==> src/srsw_pkg.sv <==
`timescale 1ns / 1ps
// Shared types, codes and constants of the selective-repeat sender window.
// No dependencies; every other file of the block imports this package.
package srsw_pkg;

    // Fixed field widths.
    localparam int SEQ_W         = 8;
    localparam int DATA_W        = 32;
    localparam int MAX_SEQ_BITS  = 8;
    localparam int MAX_WIN_BITS  = 6;

    // Defaults for the top-level parameters.
    localparam int DEF_MAX_WINDOW   = 16;
    localparam int DEF_PAYLOAD_BITS = 32;

    // Configuration register indexes and reset values.
    localparam logic       CFG_WINDOW_BITS = 1'b0;
    localparam logic       CFG_SEQ_BITS    = 1'b1;
    localparam logic [2:0] RST_WINDOW_BITS = 3'd2;
    localparam logic [3:0] RST_SEQ_BITS    = 4'd8;

    typedef enum logic [1:0] {
        OP_SEND    = 2'd0,
        OP_ACK     = 2'd1,
        OP_TIMEOUT = 2'd2,
        OP_UNUSED  = 2'd3
    } op_t;

    typedef enum logic [2:0] {
        EV_REFUSED = 3'd0,
        EV_SENT    = 3'd1,
        EV_ACKED   = 3'd2,
        EV_OUTSIDE = 3'd3,
        EV_CORRUPT = 3'd4,
        EV_RESENT  = 3'd5
    } event_t;

    typedef enum logic [1:0] {
        ST_IDLE,
        ST_EXEC,
        ST_SLIDE,
        ST_HOLD
    } state_t;

    // Per-item result apart from the window status fields.
    typedef struct packed {
        event_t              event_res;
        logic                tx_valid;
        logic [SEQ_W-1:0]    tx_seq;
        logic [DATA_W-1:0]   tx_payload;
        logic                timer_start;
        logic                timer_stop;
        logic [SEQ_W-1:0]    timer_seq;
    } res_t;

endpackage

==> src/srsw_payload_mem.sv <==
`timescale 1ns / 1ps
// Payload store: one write port and one registered read port.
// Depends on srsw_pkg for the default depth and width.
module srsw_payload_mem
    import srsw_pkg::*;
#(
    parameter int DEPTH  = DEF_MAX_WINDOW,
    parameter int WIDTH  = DEF_PAYLOAD_BITS,
    parameter int ADDR_W = 4
)
(
    input  logic              clk,
    input  logic              wr_en,
    input  logic [ADDR_W-1:0] wr_addr,
    input  logic [WIDTH-1:0]  wr_data,
    input  logic              rd_en,
    input  logic [ADDR_W-1:0] rd_addr,
    output logic [WIDTH-1:0]  rd_data
);

    logic [WIDTH-1:0] mem [DEPTH];
    logic [WIDTH-1:0] rd_data_reg;

    always_ff @(posedge clk)
    begin
        if (wr_en)
        begin
            mem[wr_addr] <= wr_data;
        end
    end

    always_ff @(posedge clk)
    begin
        if (rd_en)
        begin
            rd_data_reg <= mem[rd_addr];
        end
    end

    assign rd_data = rd_data_reg;

endmodule

==> src/srsw_ack_marks.sv <==
`timescale 1ns / 1ps
// Acknowledged marks, one flip-flop per slot, cleared by reset.
// Depends on srsw_pkg for the default window depth.
module srsw_ack_marks
    import srsw_pkg::*;
#(
    parameter int DEPTH  = DEF_MAX_WINDOW,
    parameter int ADDR_W = 4
)
(
    input  logic              clk,
    input  logic              rst_n,
    input  logic              set_en,
    input  logic [ADDR_W-1:0] set_idx,
    input  logic              clr_en,
    input  logic [ADDR_W-1:0] clr_idx,
    input  logic [ADDR_W-1:0] rd_idx,
    output logic              rd_bit
);

    logic [DEPTH-1:0] marks_reg;
    logic [DEPTH-1:0] marks_next;

    always_comb
    begin
        marks_next = marks_reg;
        if (set_en)
        begin
            marks_next[set_idx] = 1'b1;
        end
        if (clr_en)
        begin
            marks_next[clr_idx] = 1'b0;
        end
    end

    always_ff @(posedge clk or negedge rst_n)
    begin
        if (!rst_n)
        begin
            marks_reg <= '0;
        end
        else
        begin
            marks_reg <= marks_next;
        end
    end

    assign rd_bit = marks_reg[rd_idx];

endmodule

==> src/selective_repeat_sender_window_unit.sv <==
`timescale 1ns / 1ps
// Top level of the selective-repeat ARQ sender window: sequencer, window
// counters and output register. Uses srsw_pkg, srsw_payload_mem, srsw_ack_marks.
//
// Channel   Direction  Signals                      Contents
// s_*       in         s_tvalid/s_tready/s_tdata/   one command transaction
//                      s_tuser
// m_*       out        m_tvalid/m_tready/m_tdata/   one result transaction
//                      m_tuser
// cfg_*     in         cfg_wr_en/cfg_addr/cfg_wdata register writes, no wait
//
// A transaction is accepted in the idle state and executed in the following
// cycle. The payload memory read issued at acceptance is ready in that
// execute cycle. An ACK equal to the base then walks the acked marks one
// slot per cycle, up to a full window.
// Reset clears the sequencer, the window counters and the acked marks at
// once; the payload memory is not cleared. A single result register parts
// the two sides: while it waits on m_tready the next transaction is still
// accepted and executed, and the block holds it until the register frees.
module selective_repeat_sender_window_unit
    import srsw_pkg::*;
#(
    parameter int MAX_WINDOW   = DEF_MAX_WINDOW,
    parameter int PAYLOAD_BITS = DEF_PAYLOAD_BITS
)
(
    input  logic        clk,
    input  logic        rst_n,

    input  logic        s_tvalid,
    output logic        s_tready,
    input  logic [47:0] s_tdata,   // payload[31:0], seq_num[39:32], checksum_ok[40], zero pad
    input  logic [1:0]  s_tuser,   // operation[1:0]

    output logic        m_tvalid,
    input  logic        m_tready,
    output logic [71:0] m_tdata,   // tx_valid[0], tx_seq[8:1], tx_payload[40:9],
                                   // timer_start[41], timer_stop[42], timer_seq[50:43],
                                   // window_base[58:51], next_seq[66:59],
                                   // window_full[67], zero pad
    output logic [2:0]  m_tuser,   // event_res[2:0]

    input  logic        cfg_wr_en,
    input  logic        cfg_addr,
    input  logic [3:0]  cfg_wdata
);

    // Largest window exponent that fits the slot store, and the widths that
    // follow from the slot count.
    localparam int MAXW_LOG = $clog2(MAX_WINDOW + 1) - 1;
    localparam int SLOT_W   = (MAX_WINDOW > 1) ? $clog2(MAX_WINDOW) : 1;
    localparam int STEP_W   = $clog2(MAX_WINDOW + 1);

    // Configuration registers.
    logic [2:0] window_bits_reg;
    logic [3:0] seq_bits_reg;

    always_ff @(posedge clk or negedge rst_n)
    begin
        if (!rst_n)
        begin
            window_bits_reg <= RST_WINDOW_BITS;
            seq_bits_reg    <= RST_SEQ_BITS;
        end
        else if (cfg_wr_en)
        begin
            case (cfg_addr)
                CFG_WINDOW_BITS: window_bits_reg <= cfg_wdata[2:0];
                CFG_SEQ_BITS:    seq_bits_reg    <= cfg_wdata;
                default:         ;
            endcase
        end
    end

    // Effective sequence space and window. The window exponent is limited by
    // the slot store and by half the sequence space.
    logic [3:0]       sb_eff;
    logic [2:0]       sb_m1;
    logic [2:0]       wb_cap;
    logic [2:0]       wl_a;
    logic [2:0]       wl;
    logic [SEQ_W-1:0] smask;
    logic [SEQ_W-1:0] wmask;
    logic [6:0]       win;

    always_comb
    begin
        if (seq_bits_reg == 4'd0)
        begin
            sb_eff = 4'd1;
        end
        else if (seq_bits_reg > 4'(MAX_SEQ_BITS))
        begin
            sb_eff = 4'(MAX_SEQ_BITS);
        end
        else
        begin
            sb_eff = seq_bits_reg;
        end
        sb_m1  = 3'(sb_eff - 4'd1);
        wb_cap = (window_bits_reg > 3'(MAX_WIN_BITS)) ? 3'(MAX_WIN_BITS) : window_bits_reg;
        wl_a   = (wb_cap < 3'(MAXW_LOG)) ? wb_cap : 3'(MAXW_LOG);
        wl     = (wl_a < sb_m1) ? wl_a : sb_m1;
        smask  = 8'((9'd1 << sb_eff) - 9'd1);
        wmask  = 8'((8'd1 << wl) - 8'd1);
        win    = 7'(7'd1 << wl);
    end

    // Sequencer and item registers.
    state_t                state_reg;
    state_t                state_next;
    op_t                   op_reg;
    logic [DATA_W-1:0]     pay_reg;
    logic [SEQ_W-1:0]      sn_reg;
    logic                  csum_reg;
    logic [SEQ_W-1:0]      base_reg;
    logic [SEQ_W-1:0]      base_next;
    logic [SEQ_W-1:0]      next_reg;
    logic [SEQ_W-1:0]      next_next;
    logic [STEP_W-1:0]     steps_reg;
    logic [STEP_W-1:0]     steps_next;
    res_t                  res_reg;

    // Output register.
    logic                  m_tvalid_reg;
    res_t                  out_res_reg;
    logic [SEQ_W-1:0]      out_base_reg;
    logic [SEQ_W-1:0]      out_next_reg;
    logic                  out_full_reg;

    logic                  in_accept;
    logic                  out_free;
    logic                  out_load;

    // Execute-cycle results.
    logic [SEQ_W-1:0]      base_m;
    logic [SEQ_W-1:0]      next_m;
    logic                  full_pre;
    res_t                  res_c;
    logic                  has_result;
    logic                  slide_req;
    logic [SEQ_W-1:0]      next_new;
    logic [SEQ_W-1:0]      tmo_seq;

    // Memory and mark interface.
    logic [PAYLOAD_BITS-1:0] mem_wdata;
    logic [PAYLOAD_BITS-1:0] mem_rdata;
    logic                    mem_we;
    logic [SLOT_W-1:0]       mem_waddr;
    logic [SLOT_W-1:0]       mem_raddr;
    logic                    mark_set;
    logic [SLOT_W-1:0]       mark_set_idx;
    logic                    mark_clr;
    logic [SLOT_W-1:0]       mark_clr_idx;
    logic [SLOT_W-1:0]       mark_rd_idx;
    logic                    mark_bit;
    logic                    slide_go;

    // Final values loaded into the output register.
    res_t                  fin_res;
    logic [SEQ_W-1:0]      fin_base;
    logic [SEQ_W-1:0]      fin_next;
    logic [SEQ_W-1:0]      fin_diff;
    logic                  fin_full;

    assign in_accept = s_tvalid && s_tready;
    assign s_tready  = (state_reg == ST_IDLE);
    assign out_free  = !m_tvalid_reg || m_tready;

    // The timeout slot is read as the item is accepted; the data is ready in
    // the execute cycle. A send writes its slot only in the execute cycle, and
    // no new item is accepted before that write has landed.
    assign mem_raddr = SLOT_W'(s_tdata[39:32] & smask & wmask);
    assign mem_wdata = PAYLOAD_BITS'(64'(pay_reg));

    always_comb
    begin
        base_m     = base_reg & smask;
        next_m     = next_reg & smask;
        full_pre   = (8'((next_m - base_m) & smask) >= {1'b0, win});
        tmo_seq    = sn_reg & smask;
        next_new   = next_m;
        res_c      = '0;
        has_result = 1'b1;
        slide_req  = 1'b0;
        mem_we     = 1'b0;
        mem_waddr  = SLOT_W'(next_m & wmask);
        mark_set   = 1'b0;
        mark_set_idx = SLOT_W'(sn_reg & wmask);

        case (op_reg)
            OP_SEND:
            begin
                if (full_pre)
                begin
                    res_c.event_res = EV_REFUSED;
                end
                else
                begin
                    mem_we             = (state_reg == ST_EXEC);
                    res_c.event_res    = EV_SENT;
                    res_c.tx_valid     = 1'b1;
                    res_c.tx_seq       = next_m;
                    res_c.tx_payload   = 32'(64'(mem_wdata));
                    res_c.timer_start  = 1'b1;
                    res_c.timer_seq    = next_m;
                    next_new           = 8'(next_m + 8'd1) & smask;
                end
            end
            OP_ACK:
            begin
                if (!csum_reg)
                begin
                    res_c.event_res = EV_CORRUPT;
                end
                else if (((sn_reg & ~smask) != 8'd0) ||
                         (8'((sn_reg - base_m) & smask) >= {1'b0, win}))
                begin
                    res_c.event_res = EV_OUTSIDE;
                end
                else
                begin
                    mark_set          = (state_reg == ST_EXEC);
                    res_c.event_res   = EV_ACKED;
                    res_c.timer_stop  = 1'b1;
                    res_c.timer_seq   = sn_reg;
                    slide_req         = (sn_reg == base_m);
                end
            end
            OP_TIMEOUT:
            begin
                res_c.event_res   = EV_RESENT;
                res_c.tx_valid    = 1'b1;
                res_c.tx_seq      = tmo_seq;
                res_c.tx_payload  = 32'(64'(mem_rdata));
                res_c.timer_start = 1'b1;
                res_c.timer_seq   = tmo_seq;
            end
            default:
            begin
                has_result = 1'b0;
            end
        endcase
    end

    // Slide: one acked slot is cleared per cycle, up to a full window.
    assign mark_rd_idx  = SLOT_W'(base_reg & wmask);
    assign slide_go     = (state_reg == ST_SLIDE) && (8'(steps_reg) < 8'(win)) && mark_bit;
    assign mark_clr     = slide_go || mem_we;
    assign mark_clr_idx = slide_go ? mark_rd_idx : mem_waddr;

    always_comb
    begin
        if (state_reg == ST_EXEC)
        begin
            fin_res  = res_c;
            fin_base = base_m;
            fin_next = next_new;
        end
        else
        begin
            fin_res  = res_reg;
            fin_base = base_reg;
            fin_next = next_reg;
        end
        fin_diff = 8'(fin_next - fin_base) & smask;
        fin_full = (fin_diff >= {1'b0, win});
    end

    // Next state, counters and the output load strobe.
    always_comb
    begin
        state_next = state_reg;
        base_next  = base_reg;
        next_next  = next_reg;
        steps_next = steps_reg;
        out_load   = 1'b0;

        case (state_reg)
            ST_IDLE:
            begin
                if (in_accept)
                begin
                    state_next = ST_EXEC;
                end
            end
            ST_EXEC:
            begin
                steps_next = '0;
                if (!has_result)
                begin
                    state_next = ST_IDLE;
                end
                else
                begin
                    base_next = base_m;
                    next_next = next_new;
                    if (slide_req)
                    begin
                        state_next = ST_SLIDE;
                    end
                    else if (out_free)
                    begin
                        out_load   = 1'b1;
                        state_next = ST_IDLE;
                    end
                    else
                    begin
                        state_next = ST_HOLD;
                    end
                end
            end
            ST_SLIDE:
            begin
                if (slide_go)
                begin
                    base_next  = 8'(base_reg + 8'd1) & smask;
                    steps_next = STEP_W'(steps_reg + 1'b1);
                end
                else if (out_free)
                begin
                    out_load   = 1'b1;
                    state_next = ST_IDLE;
                end
                else
                begin
                    state_next = ST_HOLD;
                end
            end
            ST_HOLD:
            begin
                if (out_free)
                begin
                    out_load   = 1'b1;
                    state_next = ST_IDLE;
                end
            end
            default:
            begin
                state_next = ST_IDLE;
            end
        endcase
    end

    always_ff @(posedge clk or negedge rst_n)
    begin
        if (!rst_n)
        begin
            state_reg    <= ST_IDLE;
            base_reg     <= '0;
            next_reg     <= '0;
            steps_reg    <= '0;
            m_tvalid_reg <= 1'b0;
        end
        else
        begin
            state_reg <= state_next;
            base_reg  <= base_next;
            next_reg  <= next_next;
            steps_reg <= steps_next;
            if (out_load)
            begin
                m_tvalid_reg <= 1'b1;
            end
            else if (m_tready)
            begin
                m_tvalid_reg <= 1'b0;
            end
        end
    end

    // Item and result payload registers.
    always_ff @(posedge clk)
    begin
        if (in_accept)
        begin
            op_reg   <= op_t'(s_tuser);
            pay_reg  <= s_tdata[31:0];
            sn_reg   <= s_tdata[39:32];
            csum_reg <= s_tdata[40];
        end
        if (state_reg == ST_EXEC)
        begin
            res_reg <= res_c;
        end
        if (out_load)
        begin
            out_res_reg  <= fin_res;
            out_base_reg <= fin_base;
            out_next_reg <= fin_next;
            out_full_reg <= fin_full;
        end
    end

    srsw_payload_mem #(
        .DEPTH  (MAX_WINDOW),
        .WIDTH  (PAYLOAD_BITS),
        .ADDR_W (SLOT_W)
    ) u_payload_mem (
        .clk     (clk),
        .wr_en   (mem_we),
        .wr_addr (mem_waddr),
        .wr_data (mem_wdata),
        .rd_en   (in_accept),
        .rd_addr (mem_raddr),
        .rd_data (mem_rdata)
    );

    srsw_ack_marks #(
        .DEPTH  (MAX_WINDOW),
        .ADDR_W (SLOT_W)
    ) u_ack_marks (
        .clk     (clk),
        .rst_n   (rst_n),
        .set_en  (mark_set),
        .set_idx (mark_set_idx),
        .clr_en  (mark_clr),
        .clr_idx (mark_clr_idx),
        .rd_idx  (mark_rd_idx),
        .rd_bit  (mark_bit)
    );

    assign m_tvalid = m_tvalid_reg;
    assign m_tuser  = out_res_reg.event_res;
    assign m_tdata  = {4'b0000,
                       out_full_reg,
                       out_next_reg,
                       out_base_reg,
                       out_res_reg.timer_seq,
                       out_res_reg.timer_stop,
                       out_res_reg.timer_start,
                       out_res_reg.tx_payload,
                       out_res_reg.tx_seq,
                       out_res_reg.tx_valid};

`ifndef SYNTHESIS
    // An accepted transaction always goes to the execute cycle next.
    assert property (@(posedge clk) disable iff (!rst_n)
        in_accept |=> (state_reg == ST_EXEC))
        else $error("accepted transaction did not enter execute");

    // The result register is only loaded when it is empty or being drained.
    assert property (@(posedge clk) disable iff (!rst_n)
        out_load |-> (!m_tvalid_reg || m_tready))
        else $error("result register overwritten");

    // The slide never walks further than one window.
    assert property (@(posedge clk) disable iff (!rst_n)
        (state_reg == ST_SLIDE) |-> (8'(steps_reg) <= 8'(win)))
        else $error("window slide overran the window");

    // A packet leaves exactly for a send or a retransmission.
    assert property (@(posedge clk) disable iff (!rst_n)
        m_tvalid |-> (out_res_reg.tx_valid ==
                      ((out_res_reg.event_res == EV_SENT) ||
                       (out_res_reg.event_res == EV_RESENT))))
        else $error("tx_valid disagrees with event");

    // A memory write and a mark set never come from the same item.
    assert property (@(posedge clk) disable iff (!rst_n)
        !(mem_we && mark_set))
        else $error("send and ack handled together");
`endif

endmodule

==> config.mk <==
export PLATFORM = sky130hd
export DESIGN_NAME = selective_repeat_sender_window_unit
export DESIGN_NICKNAME = d
export VERILOG_FILES = /design/src/srsw_pkg.sv /design/src/srsw_payload_mem.sv /design/src/srsw_ack_marks.sv /design/src/selective_repeat_sender_window_unit.sv
export SDC_FILE = /design/constraint.sdc
export NUM_CORES = 1
export LEC_CHECK = 0
export BUFFER_PORTS_ARGS = -buffer_cell sky130_fd_sc_hd__buf_2
export CAP_MARGIN = 5
export CORE_ASPECT_RATIO = 1.25
export CORE_MARGIN = 2
export CORE_UTILIZATION = 54
export DETAILED_ROUTE_END_ITERATION = 10
export PLACE_DENSITY = 0.69
export SKIP_LAST_GASP = 1
export SYNTH_ARGS = -nofsm -noshare
export SYNTH_HDL_FRONTEND = slang
export SYNTH_SLANG_ARGS = --single-unit
==> constraint.sdc <==
create_clock -name clk -period 25.4 [get_ports clk]
set_input_delay 7.62 -clock clk [delete_from_list [all_inputs] [get_ports clk]]
set_output_delay 7.62 -clock clk [all_outputs]
set_load 0.1 [all_outputs]
==> results of run 1 <==
where the power goes:
part	switching [mW]	leakage [nW]	internal, mW
combinational	1.02	4.07	0.368
clock	0.464	1.18	0.628
sequential	0.0784	7.06	1.56
layout by cell type, fill, tap and decap left out, drive strengths merged, types with 16 or more instances in the layout:
cell type and count:
nand2 389, nor2 65, edfxtp 658, a21o 21, a31oi 70, a22oi 39, clkbuf 88, a21oi 121
dfrtp 45, nor2b 20, o21ai 71, a211oi 174, nand3 31, ha 59, buf 168, xnor2 16
inv 30, nor3 25, clkinv 38, dfxtp 54, and2 138, nand2b 21, a311oi 65
per-layer routing:
layer  global-route usage (%)  vias to the layer above  part of all wire (%)
li1                         -                     9283                     -
met3                     3.71                      224                   6.8
met5                        0                        -                     0
met2                     44.4                      885                    50
met1                     33.3                    10182                    39
met4                     12.6                        0                   4.6
worst max-delay path by stage:
stage	to	from
after floorplan	m_tdata[0]$_DFFE_PP_	m_tready
after CTS	u_payload_mem.rd_data[8]$_DFFE_PP_	s_tdata[32]
after global placement	u_payload_mem.rd_data[8]$_DFFE_PP_	s_tdata[32]
after global routing	u_payload_mem.rd_data[2]$_DFFE_PP_	s_tdata[32]
final	u_payload_mem.rd_data[11]$_DFFE_PP_	s_tdata[32]
after detailed placement	u_payload_mem.rd_data[2]$_DFFE_PP_	s_tdata[32]
stage by stage:
step	util, %	area, um^2	hold WS, ns
finish	61.1	35600	0.450
global placement	56.9	33200	0.436
detailed placement	56.9	33200	0.437
CTS	61.1	35600	0.451
global route	61.1	35600	0.475
floorplan	-	31700	0.414
worst reg2reg max path: cells and delay by family (launching register included):
kind	cells	cell delay [ns]
xor gates and xnor gates	1	0.48
DFF	1	0.54
buffers and inverters	6	1.54
and+or+nand+nor	11	2.10
adders and majority gates	7	2.25
AOI/OAI and AO/OA	12	2.40
kinds of logic (layout without fill, tap and decap cells):
group	Yosys count	in the layout
fa+ha+maj	62	62
compound gates	628	628
simple gates	722	722
mux	22	22
xor+xnor	26	26
flops	759	759
buf+inv	185	335
other cells	1	4
layout make-up:
type	count	area, um^2	area share [%]
flip-flops and latches	759	22000	61.9
well taps	757	947	2.66
clock buffers	88	1970	5.53
inverters	30	113	0.317
repair buffers	168	948	2.67
clock inverters	49	458	1.29
multi-input cells	1464	9130	25.7
==> impl_metrics.csv, run 1 <==
group,metric,value,unit
critical_path,reg2reg_to,"out_full_reg$_DFFE_PP_",
synth,synth_area,31700,um^2
timing,setup_viol,0,
synth,synth_compound_area_share,13.7,%
global_routing,grt_max_degree,113,
timing,setup_tns,0,ns
synth,yosys-top-cells-area,"edfxtp_1 62%, nand2_1 4.6%, a211oi_1 4.1%",
critical_path,cp_max_fo,112,
layout,instances_no_fill,3315,
critical_path,reg2reg_slack,15.84,ns
critical_path,cp_top_family,"buffers and inverters",
synth,synth_edf_count,658,
min_path,hp-class,"reg2reg",
cts,cts_max_path_buffers,3,
power_and_ir_drop,irDropWorstVdd,0.108,mV
placed_design,placement.io_buffers,125,
routing,drtIter0Drc,2077,
cts,hold_buffers,0,
synth,synth_warnings,0,
critical_path,cp_slowest_stage_delay,1.01,ns
outcome,status,"complete, no violations",
timing,timing.final.crit_share,41.8,%
floorplan,start_util,54.5,%
floorplan,rows,99,
cts,htree_levels,3,
floorplan,die_h,275,um
critical_path,path_common_cell,"buf_4",
synth,ys.flop_type,"edfxtp_1",
job,drv_cap,0,
timing,finalHoldViolations,0,
layout,nNetsFinal,2620,
timing,layout_setup_ws,14.78,ns
min_path,worst_hold_path.num_cells,2,
power_and_ir_drop,leakagePower,12.3,nW
placed_design,gp_congestion,0.929,
layout,drive_gt1_share,13.1,%
floorplan,dieArea,60700,um^2
floorplan,num_io_pins,137,
timing,fmax,94.2,MHz
critical_path,rr_worst_depth,37,
synth,syn_avg_cell_area,13.2,um^2
cts,path_clk_slew,0.06,ns
timing,post-route-min-period,10.62,ns
routing,drtPass1Iterations,5,
synth,synth_top_cell_area_share,62.3,%
synth,ys_ff_latch,759,
routing,vias,20574,
placed_design,dp_cells,3178,
layout,diodes,0,
timing,rsz0062_at_grt,"false",
routing,wl_per_cell,24.1,um
routing,viasPerCell,6.21,
cts,post_cts_resized,0,
routing,wl,79800,um
global_routing,grt_pass1_vias,19894,
placed_design,pre_cts_ws,14.25,ns
global_routing,antenna_found_initial,2,
synth,yosys-top-cells-count,"658 x edfxtp_1, 389 x nand2_1, 173 x a211oi_1",
synth,yosysUniqueCellTypes,82,
cts,cts_tree,"done",
floorplan,die_x,221,um
timing,worstMarginPinSlew,1.26,ns
placed_design,hpwlAfterDp,43600,um
synth,yosys.area_share.simple,10.5,%
synth,yosysMostFrequentCell,"edfxtp_1",
timing,finalClockSkew,0.0263,ns
global_routing,grt_pass1_wl,118000,um
layout,syn_to_final_growth,12.2,%
timing,slew_headroom,16.2,%
layout,fillCellCount,4439,
power_and_ir_drop,power.density,116,nW/um^2
critical_path,critical_path_cell_count,7,
layout,largest_register_ffs,512,
synth,yosysTopAreaCell,"edfxtp_1",
global_routing,track_usage,26.3,%
synth,synth_top_family_by_area,"compound AO/OA/AOI/OAI gates",
timing,maxSlewViolCount,0,
synth,postSynthCellCount,2405,
cts,clkLatencyLatePin,0.62,ns
critical_path,crit_type,"in2reg",
routing,drc,0,
power_and_ir_drop,power,4.12,mW
synth,yosysSeqAreaShare,69.4,%
cts,cts_setup_buffers,0,
min_path,min_to,"res_reg[47]$_DFF_P_",
floorplan,core_area,58200,um^2
critical_path,crit_slowest_cell,"buf_4",
critical_path,start_kind,"primary input",
routing,ant_nets,0,
critical_path,critical_path.cell_chain,"buf_2 -> nand3_4 -> buf_4 -> buf_4 -> a311oi_1 -> a211oi_1 -> a21oi_1",
min_path,min-delay-start,"res_reg[47]$_DFF_P_",
global_routing,grt_overflow,0,
critical_path,worstPathRequired,25.71,ns
synth,synth.area.mux_share,0.777,%
critical_path,crit_arrival,10.92,ns
cts,cts.sinks,759,
synth,synth_xor_area_share,0.742,%
synth,async_flop_share,6.19,%
cts,clockRootBuffer,"clkbuf_16",
cts,cts-buffers-inserted,75,
critical_path,reg2reg_from,"seq_bits_reg[2]$_DFFE_PN0P_",
synth,yosys.area_share.adder,2.52,%
critical_path,end_kind,"flop",
critical_path,path_buf_inv,3,
Power figures use the tool's default switching activity.
==> run 2, diff against run 1 <==
--- a/config.mk
+++ b/config.mk
@@ -11,7 +11,7 @@
 export CORE_MARGIN = 2
 export CORE_UTILIZATION = 54
 export DETAILED_ROUTE_END_ITERATION = 10
-export PLACE_DENSITY = 0.69
+export PLACE_DENSITY = 0.72
 export SKIP_LAST_GASP = 1
 export SYNTH_ARGS = -nofsm -noshare
 export SYNTH_HDL_FRONTEND = slang
==> constraint.sdc (replaced) <==
create_clock -name clk -period 9.4 [get_ports clk]
set_input_delay 2.82 -clock clk [delete_from_list [all_inputs] [get_ports clk]]
set_output_delay 2.82 -clock clk [all_outputs]
set_load 0.1 [all_outputs]
==> impl_metrics.csv, run 2 (synthesized netlist as in run 1, its figures left out) <==
group,metric,value,unit
timing,fmax,117,MHz
layout,design_area,35700,um^2
routing,drc,0,
critical_path,path_common_cell,"ha_1",
critical_path,cp_max_fo,23,
timing,timing.final.crit_share,90.9,%
critical_path,cp_top_family,"compound AO/OA/AOI/OAI gates",
timing,post-route-min-period,8.55,ns
floorplan,dieArea,60700,um^2
placed_design,placed_area,33300,um^2
timing,finalHoldViolations,0,
floorplan,start_util,54.5,%
cts,clkLatencyLatePin,0.64,ns
global_routing,grt_max_degree,257,
global_routing,grt_pass1_vias,20357,
power_and_ir_drop,irDropWorstVdd,0.310,mV
power_and_ir_drop,switchingPower,4.28,mW
cts,cts.sinks,759,
power_and_ir_drop,clkPwrFrac,26.5,%
layout,diodes,0,
global_routing,grt_overflow,0,
timing,setup_viol,0,
critical_path,start_kind,"flop",
min_path,hp-class,"reg2reg",
cts,cts-buffers-inserted,74,
cts,htree_levels,3,
layout,mostFrequentLayoutCells,"658 x edfxtp_1, 388 x nand2_1, 173 x a211oi_1",
floorplan,core_area,58200,um^2
min_path,min-delay-start,"res_reg[52]$_DFF_P_",
job,drv_cap,0,
placed_design,dp_cells,3180,
routing,wl,82200,um
critical_path,reg2reg_from,"seq_bits_reg[2]$_DFFE_PN0P_",
power_and_ir_drop,internal_power,6.92,mW
critical_path,crit_arrival,8.89,ns
timing,slew_headroom,24.7,%
floorplan,die_x,221,um
timing,worstMarginPinSlew,1.13,ns
timing,setup_tns,0,ns
placed_design,hpwlAfterDp,45000,um
global_routing,track_usage,27.1,%
routing,drtPass1Iterations,5,
layout,drive_gt1_share,13.5,%
placed_design,gp_congestion,0.962,
critical_path,end_kind,"flop",
cts,clockRootBuffer,"clkbuf_16",
routing,drtIter0Drc,2360,
power_and_ir_drop,power,11.2,mW
power_and_ir_drop,seq_power_share,39.6,%
routing,viasPerCell,6.28,
layout,nNetsFinal,2621,
cts,path_clk_slew,0.06,ns
placed_design,placement.io_buffers,125,
timing,rsz0062_at_grt,"false",
critical_path,worstPathRequired,9.74,ns
timing,maxSlewViolCount,0,
floorplan,rows,99,
power_and_ir_drop,power.density,314,nW/um^2
critical_path,crit_slowest_cell,"o211a_2",
layout,final_util,61.3,%
routing,vias,20820,
global_routing,grt_pass1_wl,122000,um
power_and_ir_drop,power_frac_comb,33.9,%
routing,wl_per_cell,24.8,um
layout,syn_to_final_growth,12.6,%
timing,finalClockSkew,0.0398,ns
floorplan,die_h,275,um
critical_path,path_buf_inv,5,
global_routing,antenna_found_initial,1,
power_and_ir_drop,leakagePower,12.4,nW
power_and_ir_drop,swShare,38.2,%
layout,layout_commonest_cell,"edfxtp_1",
critical_path,cp_slowest_stage_delay,0.62,ns
critical_path,crit_type,"reg2reg",
critical_path,crit_start,"seq_bits_reg[2]$_DFFE_PN0P_",
cts,cts_max_path_buffers,3,
routing,ant_nets,0,
layout,largest_register_ffs,512,
layout,instances_no_fill,3315,
cts,cts_tree,"done",
floorplan,num_io_pins,137,
outcome,status,"complete, no violations",
==> run 2: power by group through the flow <==
stage / Clock [mW] / Combinational, mW / Sequential (mW)
detailed placement: 0 / 3.76 / 4.50
global route: 3.14 / 4.09 / 4.47
floorplan: 0 / 2.11 / 5.17
global placement: 0 / 3.67 / 4.48
finish: 2.97 / 3.80 / 4.43
CTS: 3.01 / 3.78 / 4.43
==> run 2: area by class of cell <==
class / instances / area (um^2)
multi-input cells: 1464 / 9140
clock buffers: 96 / 2030
fillers: 4397 / 22500
repair buffers: 170 / 1050
clock inverters: 39 / 414
well taps: 757 / 947
flip-flops and latches: 759 / 22000
inverters: 30 / 113
==> run 2: tightest hold or removal path, stage by stage, from the launching register on <==
cell and delay [ns]:
dfxtp_1 0.30, nand2_1 0.05, nand2_1 0.06
==> run 2: stage by stage <==
step | hold slack, ns | setup slack, ns
after floorplan | 0.414 | 1.03
after global placement | 0.435 | 0.954
after detailed placement | 0.437 | 0.822
after CTS | 0.458 | 0.756
after global routing | 0.481 | 0.140
final | 0.458 | 0.851
==> run 2: layer usage <==
| layer | up-vias | track usage [%] | part of all wire (%) |
|---|---|---|---|
| met5 | - | 0 | 0 |
| met4 | 0 | 13.0 | 4.5 |
| met3 | 215 | 3.28 | 6.8 |
| met2 | 921 | 45.6 | 50 |
| met1 | 10405 | 35.0 | 39 |
| li1 | 9279 | - | - |
==> run 2: final timing paths <==
path,slack (ns),end,cells past startpoint
max,0.85,out_full_reg$_DFFE_PP_,37
min reg2reg,0.46,res_reg[52]$_DFF_P_,2
min,0.46,res_reg[52]$_DFF_P_,2
max in group asynchronous,6.58,u_ack_marks.marks_reg[10]$_DFF_PN0_,2
min in group asynchronous,2.32,window_bits_reg[0]$_DFFE_PN0P_,2
max reg2reg,0.85,out_full_reg$_DFFE_PP_,37
==> run 2: timing repair <==
action / in CTS / in global routing
resized for setup: 0 / 1
hold buffers: 0 / 0
hold endpoints to repair: 0 / 0
setup endpoints to repair: 0 / 1
buffers inserted: 0 / 0
